==> config.mk <==
export PLATFORM = sky130hd
export DESIGN_NAME = pprw_front
export DESIGN_NICKNAME = d
export VERILOG_FILES = /design/src/pprw_pkg.sv /design/src/pprw_front.sv
export VERILOG_INCLUDE_DIRS = /design/src /design/src/src
export SDC_FILE = /design/constraint.sdc
export NUM_CORES = 1
export LEC_CHECK = 0
export BUFFER_PORTS_ARGS = -buffer_cell sky130_fd_sc_hd__buf_2
export CAP_MARGIN = 40
export CELL_PAD_IN_SITES_DETAIL_PLACEMENT = 0
export CELL_PAD_IN_SITES_GLOBAL_PLACEMENT = 2
export CORE_AREA = 5 5 249 251
export CTS_CLUSTER_DIAMETER = 100
export CTS_CLUSTER_SIZE = 40
export DETAILED_ROUTE_END_ITERATION = 12
export DIE_AREA = 0 0 254 256
export PLACE_DENSITY_LB_ADDON = 0.1
export REMOVE_ABC_BUFFERS = 1
export SLEW_MARGIN = 10
export SYNTH_ARGS = -nofsm -noshare
export SYNTH_HDL_FRONTEND = slang
export SYNTH_SLANG_ARGS = --single-unit
export TNS_END_PERCENT = 1
==> constraint.sdc <==
create_clock -name clk -period 1.5 [get_ports clk]
set_input_delay 0 -clock clk [delete_from_list [all_inputs] [get_ports clk]]
set_output_delay 0 -clock clk [all_outputs]
set_load 0.01 [all_outputs]
==> src/ping_pong_row_reorder_width_split_assert.svh <==
// Assertion macros shared by the row reorder RTL.
`ifndef PING_PONG_ROW_REORDER_WIDTH_SPLIT_ASSERT_SVH
`define PING_PONG_ROW_REORDER_WIDTH_SPLIT_ASSERT_SVH

// Implication checked on every rising edge of clk outside reset.
`define PPRW_ASSERT_IMP(lbl, ante, cons, msg) \
    lbl: assert property (@(posedge clk) disable iff (!rst_n) (ante) |-> (cons)) \
        else $error(msg);

// Next-cycle implication checked on every rising edge of clk outside reset.
`define PPRW_ASSERT_NEXT(lbl, ante, cons, msg) \
    lbl: assert property (@(posedge clk) disable iff (!rst_n) (ante) |=> (cons)) \
        else $error(msg);

`endif

==> src/pprw_pkg.sv <==
// Shared types and constants for the ping-pong row reorder block.
`timescale 1ns / 1ps
package pprw_pkg;

    localparam int COLS        = 10;
    localparam int HALF        = 5;
    localparam int FIELD_WIDTH = 32;
    localparam int QUEUE_DEPTH = 2;

    typedef logic signed [FIELD_WIDTH-1:0] field_t;

    typedef enum logic {
        BACK_IDLE,
        BACK_RUN
    } back_state_t;

    // One bank event: a filled bank handed on, or a drained bank handed back.
    typedef struct packed {
        logic valid;
        logic bank;
    } bank_msg_t;

endpackage

==> src/pprw_front.sv <==
// Front end: accepts rows, writes them bottom-up into the fill bank, hands full banks on.
`timescale 1ns / 1ps
`include "ping_pong_row_reorder_width_split_assert.svh"
module pprw_front #(
    parameter int ROWS       = 10,
    parameter int DATA_WIDTH = 32,
    localparam int RW = (ROWS > 1) ? $clog2(ROWS) : 1,
    localparam int AW = $clog2(2 * ROWS)
) (
    input  logic                              clk,
    input  logic                              rst_n,
    input  logic                              start,
    output logic                              busy,
    input  pprw_pkg::field_t                  lanes [pprw_pkg::COLS],
    input  pprw_pkg::bank_msg_t               release_in,
    output logic                              we,
    output logic [AW-1:0]                     waddr,
    output logic [pprw_pkg::COLS*DATA_WIDTH-1:0] wdata,
    output pprw_pkg::bank_msg_t               push
);

    logic [RW-1:0] fill_row_reg;
    logic [RW-1:0] fill_row_next;
    logic          fill_bank_reg;
    logic          fill_bank_next;
    logic [1:0]    full_reg;
    logic [1:0]    full_next;
    logic          accept;
    logic          row_last;

    // Stall while the bank to fill is still queued or draining
    assign busy     = full_reg[fill_bank_reg];
    assign accept   = start && !busy;
    assign row_last = (fill_row_reg == '0);

    // Row write into the fill bank; bank b occupies rows b*ROWS .. b*ROWS+ROWS-1
    assign we    = accept;
    assign waddr = fill_bank_reg ? (AW'(ROWS) + AW'(fill_row_reg)) : AW'(fill_row_reg);

    always_comb
    begin
        for (int c = 0; c < pprw_pkg::COLS; c++)
        begin
            wdata[c*DATA_WIDTH +: DATA_WIDTH] = DATA_WIDTH'(lanes[c]);
        end
    end

    // Hand the bank on when its top row lands
    assign push.valid = accept && row_last;
    assign push.bank  = fill_bank_reg;

    // Advance fill position and bank ownership
    always_comb
    begin
        fill_row_next  = fill_row_reg;
        fill_bank_next = fill_bank_reg;
        full_next      = full_reg;
        if (accept)
        begin
            if (row_last)
            begin
                fill_row_next  = RW'(ROWS - 1);
                fill_bank_next = !fill_bank_reg;
            end
            else
            begin
                fill_row_next = fill_row_reg - 1'b1;
            end
        end
        if (release_in.valid)
        begin
            full_next[release_in.bank] = 1'b0;
        end
        if (push.valid)
        begin
            full_next[push.bank] = 1'b1;
        end
    end

    always_ff @(posedge clk or negedge rst_n)
    begin
        if (!rst_n)
        begin
            fill_row_reg  <= RW'(ROWS - 1);
            fill_bank_reg <= 1'b0;
            full_reg      <= '0;
        end
        else
        begin
            fill_row_reg  <= fill_row_next;
            fill_bank_reg <= fill_bank_next;
            full_reg      <= full_next;
        end
    end

    `PPRW_ASSERT_IMP(a_release_of_full_bank, release_in.valid, full_reg[release_in.bank], "bank released while not full")

endmodule

# == After elaboration in Yosys (flattened, before gate mapping) ==
# Cells that the tools add are included.
# Widths: inputs -> output; s select.
# totals
mem_count,0
inputBits,325
mem_bits_ro,0
word_cells,30
ram_bits,0
ff_bits,7
latchBits,0
# op_classes
n_shift,0
n_addsub,2
div,0
order_cmp,4
n_mux,10
n_reduce_logical,8
bitwise,3
mul,0
n_eq_ne,0
# ops
cell,count
$add 4x4->5 const A,1
$mux 5,1
$logic_and 1x1->1,4
$logic_not 4->1,1
$lt 1x2->1 const B,2
$mux 1,4
$mux 2,2
$mux 4,1
$sub 4x1->4 const B,1
$and 2x2->2,1
$demux 1 s1,2
$ge 1x1->1 const B,2
$logic_not 1->1,2
$not 2->2,1
$or 2x2->2,1
$reduce_and 2->1,1

# == Depth between registers and ports, before layout ==
# logic_depth
ltp_word,9
depth_mapped,5
depth_no_buf,5

# == Least setup slack after synthesis ==
# OpenSTA, ideal clock, no wires.
# synth_path
kind,register to register
from,register fill_bank_reg
to,register fill_row_reg[1]
setup_time_ps,125
period_less_slack_ps,1307
t_required_ps,1375
stages_incl_launch_ff,5
slack_ps,193
arrival_ps,1182
path_cell_list,dfrtp_1 buf_6 mux2i_4 nand3b_2 mux2_4
# synth_between
elab_chain_len,4
# synth_rtl
element,line_no,rtl
start: declaration,pprw_front.sv:24,logic fill_bank_reg;
start signal: assignment,pprw_front.sv:91,fill_bank_reg <= fill_bank_next;
$mux 1 (not written as such) (2 in a row),pprw_front.sv:32,assign busy = full_reg[fill_bank_reg];
$logic_not 1->1,pprw_front.sv:33,assign accept = start && !busy;
$logic_and 1x1->1,pprw_front.sv:33,
end signal: assignment,pprw_front.sv:84,fill_row_reg <= RW'(ROWS - 1);
end signal: assignment,pprw_front.sv:90,fill_row_reg <= fill_row_next;
end: declaration,pprw_front.sv:22,logic [RW-1:0] fill_row_reg;
# No other way between the ends. The select of a mux whose other input is x is not followed.
# A chain may end at the register's enable or synchronous reset.

# == Worst setup path after layout ==
# layout_path
from,register fill_row_reg[1]
to,output port waddr[3]
# layout_between
elab_chain_len,2
# layout_rtl
element,line_no,rtl
$add 4x4->5,pprw_front.sv:38,assign waddr = fill_bank_reg ? (AW'(ROWS) + AW'(fill_row_reg)) : AW'(fill_row_reg);
$mux 5,pprw_front.sv:38,
end: declaration,pprw_front.sv:17,"output logic [AW-1:0] waddr,"
# No other way between the ends.

==> reports/qor.csv <==
metric,value,unit
status,completed,
hold_class,in -> out,
core,59700,sq um
grt_pass1_vias,1414,
fill_cells,7150,
die_w,254,microns
rsz0062_at_grt,yes,
critical_path_required,1.50,ns
synth_edf_count,0,
synth_warnings,0,
fin_util,2.87,%
cts_buffers,3,
grt_max_degree,10,
netlist_area,2890,sq um
drc_errors,0,
grt_use_total,29.7,%
routed_via_density,1.91,
p_leak,0.393,nW
synth.largest_area_cell,buf_4,
detail-route-antenna-nets,0,
cp_cell_sequence,ha_2 -> or2b_1 -> xnor2_2 -> buf_2,
worst_slack,0.0165,ns
ctsRootBufferMaster,clkbuf_16,
first_pass_iters,4,
cpMaxStageDelayCell,dfrtp_2,
skew,0.00229,ns
row_count,90,
syn_avg_cell_area,7.87,sq um
antenna_cells,0,
max-slew-margin-rel,80.7,%
synth.distinct_cells,26,
cp_top_family,flip-flops,
clock_latency,0.23,ns
critPathArrivalTime,1.48,ns
pre_cts_slack,0.0607,ns
largest_reg_flops,4,
dp_cells,847,
async_flop_share,100,%
max_stage_delay,0.43,ns
grt_busiest_layer,met2,
htree_levels,1,
die_h,256,microns
synth.area.top_cells,"buf_4, dfrtp_1, dfstp_2",
layout_common_cells,"buf_2, buf_4, o21ai_0, dfrtp_1",
path_buf_inv,1,
io_buffer_count,13,
drive_gt1_share,61.3,%
initial_core_util,4.84,%
yosysSeqAreaShare,6.15,%
fin_cells,857,
ios,654,
areaGrowthSynthToFinish,-40.6,%
worst-path-max-fanout,4,
die_area,65000,sq um
max_slew.worst_pin.slew,0.287,ns
period_needed,1.48,ns
routabilityCongestion,0.955,
hpwl,101000,microns
synth_top_flop_cell,dfrtp_1,
cp-start-kind,register,
cts_buffer_depth,2,
worstSetupPathType,reg -> out,
grtUsageMet1,2.17,%
ys_ff_latch,7,
setup-tns-final,0,ns
grt_overflow,0,
cts_tree,built,
met3_usage,41.0,%
hold_viol_final,0,
p_per_area,1240,nW/um^2
maxCapViolations,0,
end_kind,output port,
synth.top_cell.area_share,83.7,%
path_clk_slew,0.04,ns
finalSetupViolCount,0,
vdd_drop_max,0.000350,V
antenna_found_initial,0,
finalPower,2.12,mW
detail_route.wl_per_cell,118,microns
maxSlewViolCount,0,
met2_usage,60.3,%
wl,101000,microns
whs,0.000604,ns
drtIter0Drc,195,
finalCritPeriodShare,98.9,%
post_dp_cell_area,1560,sq um
fmaxAchievable,674,MHz
grt_pass1_wl,105000,microns
fin_area,1710,sq um
synthCells,367,
via_count,1637,
clock-sinks,7,
fin_nets,404,
layout_commonest_cell,buf_2,
[cells in the mapped netlist (all sizes together), types with 2 or more instances]
| cell | instances |
|---|---|
| buf | 323 |
| dfrtp | 5 |
| inv | 5 |
| o21ai | 4 |
| ha | 3 |
| nand4 | 3 |
| nor2 | 3 |
| a31o | 2 |
| dfstp | 2 |
| nand2 | 2 |
| xnor2 | 2 |
| xor2 | 2 |
[repair_timing]
item	4_1_cts	5_1_grt
hold buffers	1	0
resized for setup	6	2
setup endpoints to repair	3	4
pin swaps	1	1
buffers inserted	1	4
hold endpoints to repair	7	0
[final cells by class]
cell class | count | area [sq um] | share of cell area [%]
tap | 782 | 978 | 57.1
timing repair buffer | 27 | 176 | 10.3
multi-input combinational | 32 | 283 | 16.5
inverter | 5 | 18.8 | 1.09
sequential | 7 | 179 | 10.4
clock buffer | 4 | 78.8 | 4.60
[layer usage]
metal / routed length (microns) / vias up
li1: - / 217
met2: 57800 / 776
met4: 10400 / 26
met3: 29100 / 148
met5: 1160 / -
met1: 2940 / 470
[final timing paths]
check                           startpoint               to  slack (ns)  cells after the start
max reg2reg                  fill_bank_reg  fill_row_reg[3]        0.08                      5
max in group asynchronous            rst_n  fill_row_reg[3]        1.07                      2
min in group asynchronous            rst_n  fill_row_reg[2]        0.17                      2
max                        fill_row_reg[1]         waddr[3]        0.02                      4
min                              lanes[98]       wdata[194]      0.0006                      0
min reg2reg                fill_row_reg[0]  fill_row_reg[0]        0.58                      1
[power breakdown]
part / switching [mW] / internal (mW) / total, mW
clock network: 0.124 / 0.356 / 0.480
registers: 0.137 / 0.301 / 0.437
logic: 0.611 / 0.589 / 1.20
[kinds of logic (layout without fill, tap and decap cells)]
logic type	after synthesis	after routing	share of synthesized area [%]
buf+inv	328	36	84.7
simple gates	13	13	2.99
compound gates	10	10	2.30
flops	7	7	6.15
xor+xnor	4	4	1.21
fa+ha+maj	3	3	1.30
mux	2	2	1.30
[worst register-to-register path, stage by stage, from the launching register on]
cell and delay [ns]:
dfrtp_1 0.41, mux2i_4 0.34, buf_4 0.16, buf_4 0.12
and4_2 0.22, o21a_1 0.12
(Power assumes the default switching activity.)
