**config.mk**
```make
export PLATFORM = sky130hd
export DESIGN_NAME = pprw_queue
export DESIGN_NICKNAME = d
export VERILOG_FILES = /design/src/pprw_pkg.sv /design/src/pprw_queue.sv
export VERILOG_INCLUDE_DIRS = /design/src /design/src/src
export SDC_FILE = /design/constraint.sdc
export NUM_CORES = 1
export LEC_CHECK = 0
export BUFFER_PORTS_ARGS = -buffer_cell sky130_fd_sc_hd__buf_2
export CAP_MARGIN = 20
export CELL_PAD_IN_SITES_DETAIL_PLACEMENT = 1
export CELL_PAD_IN_SITES_GLOBAL_PLACEMENT = 2
export CORE_AREA = 2 2 39 41
export DETAILED_ROUTE_END_ITERATION = 8
export DIE_AREA = 0 0 41 43
export PLACE_DENSITY = 0.51
export SYNTH_ARGS = -nofsm -noshare
export SYNTH_HDL_FRONTEND = slang
export SYNTH_SLANG_ARGS = --single-unit
export TNS_END_PERCENT = 100
```
**constraint.sdc**
```tcl
create_clock -name clk -period 2.17 [get_ports clk]
set_clock_uncertainty 0.15 [all_clocks]
set_input_delay 0.1085 -clock clk [delete_from_list [all_inputs] [get_ports clk]]
set_output_delay 0.1085 -clock clk [all_outputs]
set_load 0.005 [all_outputs]
```
**src/ping_pong_row_reorder_width_split_assert.svh**
```systemverilog
// Assertion macros shared by the row reorder RTL.
`ifndef PING_PONG_ROW_REORDER_WIDTH_SPLIT_ASSERT_SVH
`define PING_PONG_ROW_REORDER_WIDTH_SPLIT_ASSERT_SVH

// Implication checked on every rising edge of clk outside reset.
`define PPRW_ASSERT_IMP(lbl, ante, cons, msg) \
    lbl: assert property (@(posedge clk) disable iff (!rst_n) (ante) |-> (cons)) \
        else $error(msg);

// Next-cycle implication checked on every rising edge of clk outside reset.
`define PPRW_ASSERT_NEXT(lbl, ante, cons, msg) \
    lbl: assert property (@(posedge clk) disable iff (!rst_n) (ante) |=> (cons)) \
        else $error(msg);

`endif

```
**src/pprw_pkg.sv**
```systemverilog
// Shared types and constants for the ping-pong row reorder block.
`timescale 1ns / 1ps
package pprw_pkg;

    localparam int COLS        = 10;
    localparam int HALF        = 5;
    localparam int FIELD_WIDTH = 32;
    localparam int QUEUE_DEPTH = 2;

    typedef logic signed [FIELD_WIDTH-1:0] field_t;

    typedef enum logic {
        BACK_IDLE,
        BACK_RUN
    } back_state_t;

    // One bank event: a filled bank handed on, or a drained bank handed back.
    typedef struct packed {
        logic valid;
        logic bank;
    } bank_msg_t;

endpackage

```
**src/pprw_queue.sv**
```systemverilog
// Short queue of filled bank numbers between front and back.
`timescale 1ns / 1ps
`include "ping_pong_row_reorder_width_split_assert.svh"
module pprw_queue (
    input  logic                clk,
    input  logic                rst_n,
    input  pprw_pkg::bank_msg_t push,
    input  logic                pop,
    output logic                not_empty,
    output logic                head
);

    localparam int CW = $clog2(pprw_pkg::QUEUE_DEPTH + 1);
    localparam int IW = (pprw_pkg::QUEUE_DEPTH > 1) ? $clog2(pprw_pkg::QUEUE_DEPTH) : 1;

    logic          slot_reg  [pprw_pkg::QUEUE_DEPTH];
    logic          slot_next [pprw_pkg::QUEUE_DEPTH];
    logic [CW-1:0] count_reg;
    logic [CW-1:0] count_next;
    logic [CW-1:0] widx;

    assign not_empty = (count_reg != '0);
    assign head      = slot_reg[0];

    // Shift on pop, append behind the last live entry on push
    always_comb
    begin
        slot_next = slot_reg;
        if (pop)
        begin
            for (int i = 0; i < pprw_pkg::QUEUE_DEPTH - 1; i++)
            begin
                slot_next[i] = slot_reg[i+1];
            end
        end
        widx = pop ? (count_reg - 1'b1) : count_reg;
        if (push.valid)
        begin
            slot_next[widx[IW-1:0]] = push.bank;
        end
        count_next = count_reg - CW'(pop) + CW'(push.valid);
    end

    always_ff @(posedge clk)
    begin
        slot_reg <= slot_next;
    end

    always_ff @(posedge clk or negedge rst_n)
    begin
        if (!rst_n)
        begin
            count_reg <= '0;
        end
        else
        begin
            count_reg <= count_next;
        end
    end

    `PPRW_ASSERT_IMP(a_no_overflow, push.valid && !pop, count_reg != CW'(pprw_pkg::QUEUE_DEPTH), "queue push while full")
    `PPRW_ASSERT_IMP(a_no_underflow, pop, count_reg != '0, "queue pop while empty")

endmodule

```
=== Yosys cells after proc, flatten, opt, wreduce, memory -nomap -nowiden ===
Index checks and enable logic that the tools add are counted.

* Bits in registers: 4
* Bits in latches: 0
* Memory bits (writable): 0
* Bits in read-only memories: 0
* Input bits: 5
* Output and inout port bits: 2
* Memories kept: 0

* Add/subtract/negate cells: 3
* $mul: 0
* Div/mod/pow operators: 0
* $lt $le $gt $ge: 2
* Equal/unequal tests: 0
* Shift operators: 0
* Muxes and demuxes: 6
* Bitwise logic cells: 1
* Reduce and logical (&&, ||, !) cells: 2

{| class="wikitable"
|+ Operators by type and width
! operator !! count
|-
| 1-bit 2-to-1 mux || 3
|-
| 2-bit by 1-bit adder with 2-bit output || 1
|-
| 2-bit bitwise mux || 1
|-
| 2-bit greater-or-equal comparator, second input constant || 1
|-
| 2-bit by 1-bit less-than comparator with 1-bit output, second input constant || 1
|-
| 2-bit 2-to-1 mux || 1
|-
| 1-bit NOT with 2-bit output || 1
|-
| 2-bit nonzero test || 1
|-
| 2-bit by 1-bit subtractor with 2-bit output || 1
|-
| 1-bit demux with 1-bit select || 1
|-
| 1-bit logical AND || 1
|-
| 1-bit subtractor, second input constant || 1
|}

=== Longest topological paths before layout ===
* Word-level depth: 9
* Depth in mapped cells: 6
* Mapped depth without buffers: 6

=== Worst setup path after synthesis ===
No wires, ideal clock.

* Path kind: reg-to-reg
* From: register count_reg[0]
* To: register count_reg[1]
* Library setup time: 123 ps
* Data arrival time: 1098 ps
* Required time: 1897 ps
* Path slack: 799 ps
* Cell stages (with the launch flop): 7
* Path buffers: 0
* Cells stage by stage: dfrtp_1 > inv_1 > ha_1 > inv_1 > ha_1 > xnor2_1 > xnor2_1

* Word-level cells in the longest chain between the ends: 2

{| class="wikitable"
|+ RTL lines
! item !! line !! source
|-
| from (decl) || pprw_queue.sv:18 || <nowiki>logic [CW-1:0] count_reg;</nowiki>
|-
| from (signal assigned) || pprw_queue.sv:57 || <nowiki>count_reg <= count_next;</nowiki>
|-
| 2-bit by 1-bit subtractor with 2-bit output || pprw_queue.sv:41 || <nowiki>count_next = count_reg - CW'(pop) + CW'(push.valid);</nowiki>
|-
| 2-bit by 1-bit adder with 2-bit output || pprw_queue.sv:41 ||
|-
| via count_next[1] || pprw_queue.sv:19 || <nowiki>logic [CW-1:0] count_next;</nowiki>
|}

The timed path passes the listed nets, and every way through them passes these cells.
A chain may end at the register's enable or synchronous reset.

=== Final worst setup path ===
Same ends and word-level chain as after synthesis.

==> run_results.csv <==
group,metric,value,unit
outcome,status,"complete, no violations",
pwr,internal_power,255,uW
clocking,cts.sinks,4,
worst_hold_path,hold_path_class,"primary input to asynchronous set/reset pin",
global_route,grt_pass1_vias,186,
pwr,switching_share,28.5,%
pwr,seq_power_share,35.1,%
sta,fmaxAchievable,686,MHz
worst_setup_path,end_kind,"flip-flop",
sta,finalCritPeriodShare,67.2,%
sta,final.min_clock_period,1.46,ns
worst_setup_path,rrSetupSlack,0.71,ns
worst_setup_path,worstSetupPathType,"flip-flop to flip-flop",
synth,synth_cells,14,
die,die_area,0.00176,sq mm
global_route,grt_max_degree,4,
global_route,grt_pass1_wl,738,um
synth,synth-seq-cells,4,
clocking,post_cts_buffers,0,
clocking,clk_latency,0.24,ns
layout,layout_commonest_cell,"buf_2",
layout,mostFrequentLayoutCells,"6 x buf_2, 3 x clkbuf_4, 3 x dlygate4sd3_1",
routing,drcViolationCount,0,
sta,setup_viol,0,
sta,hold_viol_final,0,
pwr,power_frac_comb,35.6,%
place,place.gp.congestion,0.641,
synth,synth.distinct_cells,10,
worst_setup_path,cpLargestDelayFamily,"adder cells",
clocking,clock_path_buffers,2,
pwr,p_per_area,1220,mW/mm^2
die,rows,14,
flow_run,cap_violations,0,
synth,synth_nets,21,
worst_setup_path,worstReg2RegEnd,"count_reg[1]$_DFF_PN0_",
clocking,clk_pin_slew_worst_paths,0.04,ns
routing,wl,390,um
layout,layout-drive-gt1-share,40.7,%
sta,max_slew_margin,88.2,%
worst_setup_path,required,2.18,ns
routing,drtIter0Drc,1,
routing,routedWlPerCell,9.07,um
worst_setup_path,crit_buf_inv,2,
sta,tns,0,ns
layout,n_antenna_cell,0,
place,port_buffers,6,
pwr,vdd_drop_max,0.333,mV
worst_setup_path,max_stage_delay,0.33,ns
routing,ant_nets,0,
sta,grt_setup_unrepaired,"no",
sta,worstMarginPinSlew,0.176,ns
die,io_pins,7,
clocking,cts_root_buf,"clkbuf_4",
clocking,h-tree-depth,1,
global_route,antenna_found_initial,0,
routing,dr.pass1.iters,2,
global_route,grt-ovfl-total,0,
synth,yosys_warnings,0,
worst_setup_path,cp.arrival,1.47,ns
die,die_x,41,um
routing,dr_total_vias,151,
global_route,track_usage,7.35,%
layout,area_delta_synth_final,57.0,%
sta,slew_violations,0,
die,initial_utilization,13.5,%
place,dp_slack,0.706,ns
pwr,netSwitchingPower,102,uW
die,coreArea,0.00138,sq mm
pwr,p_clk_share,29.2,%
worst_setup_path,critPathLaunchType,"flip-flop",
worst_setup_path,critPathMaxFanout,2,
worst_setup_path,rr_startpoint,"count_reg[0]$_DFF_PN0_",
synth,syn_area,186,sq um
clocking,cts_tree,"done",
synth,syn_area_per_cell,13.3,sq um
pwr,power.static_leakage,0.139,nW
routing,viasPerCell,3.51,
layout,finalNetCount,35,
sta,worst_slack,0.712,ns
synth,seq_area_frac_synth,53.7,%
worst_setup_path,cp_cell_sequence,"inv_1, ha_1, inv_1, ha_1, xnor2_1, xnor2_1",
worst_setup_path,r2r_cells,6,
clocking,cts_inserted_buffers,3,
worst_setup_path,slowest_stage,"dfrtp_1",
die,die_y,43,um
==> what timing repair did <==
| action | 4_1_cts | 5_1_grt |
|---|---|---|
| resized for setup | 0 | 0 |
| endpoints found under the hold margin | 5 | 0 |
| hold buffers | 3 | 0 |
==> per-layer routing <==
layer  wire length (um)  vias up  track usage (%)  share of wire [%]
li1                   -       70                -                  -
met1                146       69             6.49                 37
met2                174       10             9.06                 45
met3                 52        2             6.28                 13
met4                 17        0             8.00                4.4
met5                  0        -                0                  0
==> cells in the mapped netlist <==
master    number  area (sq um)
inv_1          2          7.51
dfxtp_1        1          20.0
xnor2_1        2          17.5
nand2_1        1          3.75
or2_2          1          6.26
edfxtp_1       1          30.0
mux2_1         1          11.3
mux2_4         1          15.0
ha_1           2          25.0
dfrtp_1        2          50.1
==> layout make-up <==
| type | instances | area, sq um |
|---|---|---|
| fill | 162 | 1090 |
| clock buffer | 4 | 26.3 |
| sequential | 4 | 100 |
| timing repair buffer | 9 | 60.1 |
| inverter | 2 | 7.51 |
| multi-input combinational | 8 | 78.8 |
| tap | 16 | 20.0 |
==> cell families (layout without fill, tap and decap cells) <==
group / Yosys count / in the layout / synth area share [%]
flip-flops: 4 / 4 / 53.7
XOR/XNOR: 2 / 2 / 9.40
multiplexers: 2 / 2 / 14.1
buffers and inverters: 2 / 15 / 4.03
AND/OR/NAND/NOR: 2 / 2 / 5.37
adder cells (fa/ha/maj): 2 / 2 / 13.4
==> how the worst max path moves through the flow <==
stage	end	cells after the start	from
detailed placement	count_reg[1]$_DFF_PN0_	6	count_reg[0]$_DFF_PN0_
global route	count_reg[1]$_DFF_PN0_	6	count_reg[0]$_DFF_PN0_
finish	count_reg[1]$_DFF_PN0_	6	count_reg[0]$_DFF_PN0_
CTS	count_reg[1]$_DFF_PN0_	6	count_reg[0]$_DFF_PN0_
floorplan	count_reg[1]$_DFF_PN0_	6	count_reg[0]$_DFF_PN0_
global placement	count_reg[1]$_DFF_PN0_	6	count_reg[0]$_DFF_PN0_
==> through the flow <==
step	utilization [%]	hold slack [ns]	cell area, sq um	total power, mW	cells
after floorplan	-	-0.337	186	0.212	14
after global placement	17.1	-0.256	236	0.245	36
after detailed placement	17.1	-0.253	236	0.252	36
after CTS	21.2	0.0372	293	0.366	43
after global routing	21.2	0.0377	293	0.400	43
final	21.2	0.0354	293	0.357	43
==> power groups by stage <==
stage                     registers, mW  clock network [mW]  logic (mW)
after floorplan                   0.123                   0      0.0889
after global placement            0.124                   0       0.121
after detailed placement          0.127                   0       0.125
after CTS                         0.126               0.109       0.131
after global routing              0.131               0.120       0.149
final                             0.125               0.104       0.127
(Power assumes the default switching activity.)
